$ cat src/hdl/assert_macros.svh
// Assertion macros for the set's top level, which checks itself.
`ifndef ASSERT_MACROS_SVH
`define ASSERT_MACROS_SVH

// Property checked on every rising clock edge, off while reset is asserted.
`define SUI_ASSERT(lbl, prop, msg) \
  lbl: assert property (@(posedge clk) disable iff (!rst_n) (prop)) else $error(msg);

// Property checked on every rising clock edge, reset included.
`define SUI_ASSERT_ALWAYS(lbl, prop, msg) \
  lbl: assert property (@(posedge clk) (prop)) else $error(msg);

`endif

$ cat src/hdl/sui_pkg.sv
// Types and codes of the sorted unique index set.
package sui_pkg;

  localparam int KEY_W = 32;
  localparam int FUNC_W = 3;
  localparam int STATUS_W = 2;

  localparam logic [FUNC_W-1:0] FUNC_ADD    = 3'd0;
  localparam logic [FUNC_W-1:0] FUNC_REMOVE = 3'd1;
  localparam logic [FUNC_W-1:0] FUNC_FIND   = 3'd2;
  localparam logic [FUNC_W-1:0] FUNC_READ   = 3'd3;
  localparam logic [FUNC_W-1:0] FUNC_CLEAR  = 3'd4;

  localparam logic [STATUS_W-1:0] STATUS_OK     = 2'd0;
  localparam logic [STATUS_W-1:0] STATUS_FULL   = 2'd1;
  localparam logic [STATUS_W-1:0] STATUS_ABSENT = 2'd2;

  // Update command broadcast to every cell of the row.
  typedef struct packed {
    logic             ins;
    logic             del;
    logic             clr;
    logic [KEY_W-1:0] key;
  } sui_ctl_t;

endpackage

$ cat src/hdl/sui_cell.sv
// One compare-and-shift cell holding a single key of the sorted row.
module sui_cell
  import sui_pkg::*;
(
  input  logic             clk,
  input  logic             rst_n,
  input  logic [KEY_W-1:0] lookup_key,
  input  sui_ctl_t         ctl,
  input  logic [KEY_W-1:0] left_key,
  input  logic             left_valid,
  input  logic             left_lt,
  input  logic [KEY_W-1:0] right_key,
  input  logic             right_valid,
  output logic [KEY_W-1:0] key,
  output logic             valid,
  output logic             lt,
  output logic             eq,
  output logic             boundary
);

  logic [KEY_W-1:0] key_r, key_nxt;
  logic             valid_r, valid_nxt;

  assign lt = valid_r && (key_r < lookup_key);
  assign eq = valid_r && (key_r == lookup_key);
  // The first cell whose key is not below the lookup key: the lower bound.
  assign boundary = !lt && left_lt;

  always_comb begin
    key_nxt = key_r;
    valid_nxt = valid_r;
    if (ctl.clr) begin
      valid_nxt = 1'b0;
    end else if (ctl.ins && !lt) begin
      if (boundary) begin
        key_nxt = ctl.key;
        valid_nxt = 1'b1;
      end else begin
        key_nxt = left_key;
        valid_nxt = left_valid;
      end
    end else if (ctl.del && !lt) begin
      key_nxt = right_key;
      valid_nxt = right_valid;
    end
  end

  always_ff @(posedge clk) begin
    if (!rst_n) begin
      valid_r <= 1'b0;
    end else begin
      valid_r <= valid_nxt;
    end
  end

  always_ff @(posedge clk) begin
    key_r <= key_nxt;
  end

  assign key = key_r;
  assign valid = valid_r;

endmodule
$ cat config.mk
export PLATFORM = sky130hd
export DESIGN_NAME = sui_cell
export DESIGN_NICKNAME = d
export VERILOG_FILES = /design/src/hdl/assert_macros.svh /design/src/hdl/sui_pkg.sv /design/src/hdl/sui_cell.sv
export SDC_FILE = /design/constraint.sdc
export NUM_CORES = 1
export LEC_CHECK = 0
export BUFFER_PORTS_ARGS = -buffer_cell sky130_fd_sc_hd__buf_2
export CORE_UTILIZATION = 44
export CTS_CLUSTER_SIZE = 16
export DETAILED_ROUTE_END_ITERATION = 16
export PLACE_DENSITY_LB_ADDON = 0.05
export SETUP_SLACK_MARGIN = 0.1
export SLEW_MARGIN = 20
export SYNTH_ARGS = -nofsm -noshare
export SYNTH_HDL_FRONTEND = slang
export SYNTH_SLANG_ARGS = --single-unit
$ cat constraint.sdc
create_clock -name clk -period 5.49 [get_ports clk]
set_input_delay 0 -clock clk [delete_from_list [all_inputs] [get_ports clk]]
set_output_delay 0 -clock clk [all_outputs]
set_load 0.02 [all_outputs]
==> key figures, run 1 <==
Outcome
  • Status: finished clean

Global routing
  • First-pass GRT wire length: about 9.7 mm
  • Gr busiest metal: met2
  • M2 GR Usage: between 30% and 40%
  • M1 GR Usage: ~23%
  • Initial antenna violation count: 0
  • Grt ovf: 0
  • Largest net degree at the start of global routing: 35
  • Vias in the first global route: 2280
  • GRT Resource Usage Total: 19.73%
  • Met3 Use GR: under 10%

Logic synthesis
  • Yosys top cell by area: edfxtp_1
  • Register area share after synthesis: 35.54%
  • Mapped Area: 0.002760 mm^2
  • Number of flops mapped to enable cells by yosys: 32
  • Async SR Flop Fraction: 0%
  • Yosys top cell area share: 34.81%
  • Count leader, synth: mux2_2
  • Yosys warns: 0
  • Number of synthesized register bits: 33
  • Synth area leaders: edfxtp_1, mux2_4, ha_1
  • Cells after Synth: approximately 230
  • Unique cell type count in the Yosys netlist: 26
  • Syn_nets: approximately 400
  • Most used DFF post-synth: edfxtp_1
  • Top cells by count, synth: mux2_2, inv_1, edfxtp_1, ha_1, mux2_4
  • Synth Area per Inst: 11.80 um^2

STA
  • RSZ-0062 raised after global routing: no
  • Setup TNS: 0 ps
  • Fmax: between 300 and 400 MHz
  • Post-route minimum period: approximately 3200 ps
  • Clock Skew: 5.264 ps
  • Slew @ Worst Pin: 830.1 ps
  • Final worst setup slack: between 2000 and 2500 ps
  • Final Cycle Share: a little under 60%
  • Max-slew violation count: 0
  • Final Hold Fails: 0
  • Endpoints failing setup: 0
  • Max_slew headroom: between 40% and 50%

Critical path
  • CP max-delay cell: o21ai_4
  • Crit-path cells: ha_1 -> nand4_1 -> nor2_1 -> nor4b_1 -> nand4_1 -> o21ai_4 -> buf_4 -> mux2_2
  • Nature of the critical path startpoint: register
  • Worst Path Required: between 5000 and 6000 ps
  • Most used cell, CP: nand4_1
  • Critical path type: register to register
  • Crit end category: register
  • Crit path DAT: roughly 3200 ps
  • Max FO, Critical Path: 17
  • Buf+Inv Stages, Crit Path: 1
  • Crit-path max cell delay: a little under 700 ps
  • Top delay family on crit path: simple AND/OR/NAND/NOR gates

Cells and area
  • Net count, final: about 580
  • Fillcell total: ~520
  • P&R area growth vs syn: 36.63%
  • Multi-input logic area: ~0.0016 mm^2
  • FF/Latch Area: ~1000 um^2
  • # diodes: 0
  • Layout cell share with drive strength beyond 1: about three fifths

Pwr
  • Peak VDD IR: 105.2 uV
  • Comb pwr share: ~33%
  • Sequential power share: about 43%
  • Switch share: approximately 29%
  • Internal Power: between 0.0005 and 0.0006 W
  • Clock power share: between 20% and 30%
  • Pwr Density: about 200 mW/mm^2
  • Switching power: ~0.00021 W
  • P_leak: 1.950 nW

CTS
  • Clk sinks: 33
  • TritonCTS clock tree: built
  • Cts bufs inserted: 5
  • CTS clk-pin slew, worst paths: ~70 ps
  • Clock Tree Buf Depth: 2
  • Root Driver: clkbuf_8
  • Clock Latency Late Sink: between 200 and 300 ps
  • Max H-tree Level: 2

Routing
  • Via count: roughly 2300
  • Drc violations: 0
  • Initial DRC count: 54
  • Total routed wirelength: 6.456 mm
  • Antenna viol nets, final: 0
  • First-pass DRT Iterations: 4
  • Routed length per instance: 13.34 um
  • Via density: 4.841

Job
  • MaxCap Viol Count: 0

Floorplanning
  • FP Rows: 28
  • Die W: 81.20 um
  • Io pins: 172
  • Die height: around 80 um
  • Starting Density: 46.07%
  • Core area: roughly 0.006 mm^2
  • Die ar.: 0.006593 mm^2

Hold path
  • Min-delay worst type: input pin to register

Placed design
  • # port buffers: around 170
  • RePlAce Congestion: roughly 0.74
  • Post-DP HPWL: roughly 5.2 mm
  • Place WS: ~2300 ps
## routing by layer
metal  share of wire, %  routed length, um
met1                 41               2678
met2                 50               3214
met3                6.7                430
met4                2.0                132
met5                  0                  0
## metrics by stage
| step | std cells | hold WS (ps) | cell area [um^2] | utilization, % | total power (W) |
|---|---|---|---|---|---|
| 6_report | 484 | 15.90 | 3771 | 62.95 | 0.0007332 |
| 5_1_grt | 484 | 8.887 | 3771 | 62.95 | 0.0007751 |
| 4_1_cts | 484 | 10.03 | 3771 | 62.95 | 0.0007427 |
| 3_5_place_dp | 475 | 285.0 | 3681 | 61.45 | 0.0005639 |
| 3_3_place_gp | 475 | 296.2 | 3681 | 61.45 | 0.0005575 |
| 2_1_floorplan | 234 | 162.0 | 2760 | - | 0.0004741 |
## path summary, 6_finish.rpt
check	startpoint	endpoint	slack [ps]	cells past startpoint
worst max-delay path	key[31]	key[0]	2310	8
worst min-delay path	right_key[29]	key[29]	20	2
worst max register to register	key[31]	key[0]	2310	8
worst min register to register	valid	valid	760	3
## cell families (layout without fill, tap and decap cells)
family,after synthesis,after routing,synth area share (%)
compound gates,27,27,6.256
fa+ha+maj,32,32,14.51
buf+inv,40,215,6.255
flops,33,33,35.54
mux,64,64,30.19
simple gates,38,38,7.253
## what timing repair did
item / CTS / global route
hold buffers: 1 / 0
endpoints found under the hold margin: 1 / 0
resized for setup: 0 / 0
buffers inserted: 0 / 0
## layout make-up
cell class | instances | share of cell area [%]
Clock buffer | 8 | 2.123
Inverter | 33 | 3.285
Multi-Input combinational cell | 161 | 42.73
Sequential cell | 33 | 26.01
Tap cell | 75 | 2.488
Timing Repair Buffer | 174 | 23.36
## power by group through the flow
| stage | combinational, W | sequential [W] | clock (W) |
|---|---|---|---|
| final | 0.000243 | 0.000313 | 0.000177 |
| after global routing | 0.000268 | 0.000316 | 0.000191 |
| after global placement | 0.000239 | 0.000318 | 0 |
| after detailed placement | 0.000245 | 0.000319 | 0 |
| after CTS | 0.000247 | 0.000314 | 0.000182 |
| after floorplan | 0.000130 | 0.000344 | 0 |
## cell usage in the layout (no fill, tap or decap), types with 2 or more instances in the layout
cell type / n
nand4_1: 7
nor3_1: 2
edfxtp_1: 32
a21oi_1: 16
nand2_1: 11
ha_1: 32
clkbuf_1: 3
mux2_4: 30
mux2_2: 34
clkbuf_8: 5
nor2b_1: 2
nor2_1: 8
inv_1: 33
nor3b_1: 2
buf_2: 171
buf_4: 2
o21ai_0: 6
## registers in the layout, summed over array words and instances, names as in the netlist
register	cells
valid	1
key	32
Power figures use the tool's default switching activity.
==> inputs of run 2 (changes only) <==
Clock period 5.49 ns to 3.25 ns, I/O delays scaled along.
==> key figures, run 2 (same netlist as run 1, synthesis figures left out) <==
Cells and area
  • Layout Cells excl Fill: 485 (was 484)
  • Max FFs per register: 32 (unchanged)
  • Most common cell after layout, fill and taps aside: buf_2 (unchanged)
  • P&R area growth vs syn: 37.13% (was 36.63%)
  • Util after Layout: 63.18% (was 62.95%)
  • Commonest non-fill, non-tap cells in the layout: buf_2, mux2_2, inv_1 (unchanged)
  • Layout cell share with drive strength beyond 1: 61.22% (was 60.64%)
  • Multi-input logic area: 0.001620 mm^2 (was 0.001612 mm^2)
  • FF/Latch Area: 980.9 um^2 (unchanged)
  • Net count, final: 577 (was 576)
  • Fillcell total: 540 (was 521)
  • # diodes: 0 (unchanged)

Critical path
  • Top delay family on crit path: simple AND/OR/NAND/NOR gates (unchanged)
  • Max FO, Critical Path: 20 (was 17)
  • Worst Path Required: 3210 ps (was 5520 ps)
  • Critical path type: register to register (unchanged)
  • Crit-path max cell delay: 390 ps (was 680 ps)
  • Critical Path Stages: 8 (unchanged)
  • CP endpoint: key[0] (unchanged)
  • CP max-delay cell: edfxtp_1 (was o21ai_4)
  • Reg-to-reg startpoint: key[15] (was key[31])
  • R2r worst-path depth: 8 (unchanged)
  • Crit path DAT: 2650 ps (was 3210 ps)
  • Buf+Inv Stages, Crit Path: 1 (unchanged)
  • Reg-to-reg endpoint: key[0] (unchanged)
  • Nature of the critical path startpoint: register (unchanged)
  • Crit end category: register (unchanged)
  • R2r setup slk: 560 ps (was 2310 ps)
  • Worst setup startpoint: key[15] (was key[31])
  • Crit-path cells: ha_1 -> nand4_1 -> nor4_2 -> a21bo_2 -> a31oi_4 -> nor2_2 -> nor3_4 -> buf_4 (was ha_1 -> nand4_1 -> nor2_1 -> nor4b_1 -> nand4_1 -> o21ai_4 -> buf_4 -> mux2_2)

Job
  • MaxCap Viol Count: 0 (unchanged)

Hold path
  • Min-delay worst type: input pin to register (unchanged)
  • Worst hold path cell count: 2 (unchanged)
  • Startpoint of the worst hold path: right_key[16] (was right_key[29])

CTS
  • Clock Tree Buf Depth: 2 (unchanged)
  • Setup bufs post-CTS: 0 (unchanged)
  • Clk sinks: 33 (unchanged)
  • Clock Latency Late Sink: 280 ps (about the same)
  • Hold_buf cts: 0 (was 1)
  • TritonCTS clock tree: built (unchanged)
  • CTS clk-pin slew, worst paths: 70 ps (about the same)
  • Root Driver: clkbuf_8 (unchanged)
  • Max H-tree Level: 2 (unchanged)
  • Post-cts resize count: 0 (unchanged)
  • Cts bufs inserted: 5 (unchanged)

Routing
  • First-pass DRT Iterations: 4 (unchanged)
  • Drc violations: 0 (unchanged)
  • Initial DRC count: 87 (was 54)
  • Antenna viol nets, final: 0 (unchanged)
  • Via count: 2373 (was 2343)
  • Via density: 4.893 (was 4.841)
  • Routed length per instance: 13.40 um (was 13.34 um)
  • Total routed wirelength: 6.500 mm (was 6.456 mm)

Global routing
  • Largest net degree at the start of global routing: 35 (unchanged)
  • Grt ovf: 0 (unchanged)
  • GRT Resource Usage Total: 20.61% (was 19.73%)
  • Initial antenna violation count: 0 (unchanged)
  • Vias in the first global route: 2294 (was 2280)
  • First-pass GRT wire length: 10.17 mm (was 9.749 mm)

Pwr
  • Switching power: 0.0003563 W (was 0.0002108 W)
  • Internal Power: 0.0008839 W (was 0.0005224 W)
  • Sequential power share: 42.8% (was 42.7%)
  • Comb pwr share: 33.2% (about the same)
  • Switch share: 28.73% (was 28.75%)
  • Clock power share: 24.0% (was 24.1%)
  • Peak VDD IR: 218.9 uV (was 105.2 uV)
  • P_leak: 1.957 nW (was 1.950 nW)
  • Pwr Density: 327.7 mW/mm^2 (was 194.4 mW/mm^2)

Floorplanning
  • Core area: 0.005991 mm^2 (unchanged)
  • FP Rows: 28 (unchanged)
  • Starting Density: 46.07% (unchanged)
  • Io pins: 172 (unchanged)
  • Die W: 81.20 um (unchanged)
  • Die height: 81.20 um (unchanged)
  • Die ar.: 0.006593 mm^2 (unchanged)

STA
  • Endpoints failing setup: 0 (unchanged)
  • Final Hold Fails: 0 (unchanged)
  • Clock Skew: 3.652 ps (was 5.264 ps)
  • Slew @ Worst Pin: 780.4 ps (was 830.1 ps)
  • Max_slew headroom: 47.98% (was 44.66%)
  • Fmax: 371.6 MHz (was 314.5 MHz)
  • Post-route minimum period: 2691 ps (was 3180 ps)
  • Final Cycle Share: 82.80% (was 57.92%)
  • Final worst setup slack: 559.2 ps (was 2310 ps)
  • Max-slew violation count: 0 (unchanged)
  • Hold_ws: 13.07 ps (was 15.90 ps)
  • Setup TNS: 0 ps (unchanged)
  • RSZ-0062 raised after global routing: no (unchanged)

Placed design
  • Place WS: 543.2 ps (was 2279 ps)
  • Post-DP HPWL: 5.331 mm (was 5.249 mm)
  • RePlAce Congestion: 0.7565 (was 0.7362)
  • # port buffers: 171 (unchanged)
  • Placed Cells incl. Taps: 477 (was 475)

Outcome
  • Status: finished clean (unchanged)
-- run 2: cell types whose count changed in the layout (fill, tap and decap cells not counted) --
cell | previous run | this run
nor3_2 | 1 | 0
nor3_4 | 0 | 1
nor2_2 | 0 | 1
nor2_1 | 8 | 7
buf_4 | 2 | 4
dlygate4sd3_1 | 1 | 0
-- run 2: how the worst min path moves through the flow --
stage / to / slack, ps
2_1_floorplan: valid / 160
3_3_place_gp: key[10] / 300
3_5_place_dp: key[11] / 300
4_1_cts: key[16] / 8
5_1_grt: key[18] / 4
6_report: key[16] / 10
-- run 2: final cells by class --
class                   instances  share of cell area [%]
multi-input cells             161                   42.81
repair buffers                175                   23.40
clock buffers                   8                   2.116
well taps                      75                   2.479
flip-flops and latches         33                   25.92
inverters                      33                   3.273
-- run 2: stage by stage --
step / cell area (um^2) / total power [W]
2_1_floorplan: 2774 / 0.0008012
5_1_grt: 3785 / 0.001316
3_5_place_dp: 3705 / 0.0009558
4_1_cts: 3785 / 0.001258
3_3_place_gp: 3705 / 0.0009461
6_report: 3785 / 0.001240
-- run 2: routing by layer --
metal	GRT usage, %	up-vias	wire length (um)
met5	0	-	0
met4	6.429	0	95
met3	5.393	8	522
met2	37.65	103	3286
met1	23.19	1060	2596
li1	-	1202	-
-- run 2: power groups by stage --
stage          clock [W]  combinational, W  sequential (W)
2_1_floorplan          0          0.000222        0.000579
5_1_grt         0.000322          0.000458        0.000535
3_5_place_dp           0          0.000416        0.000540
4_1_cts         0.000308          0.000418        0.000531
6_report        0.000297          0.000412        0.000531
3_3_place_gp           0          0.000408        0.000538
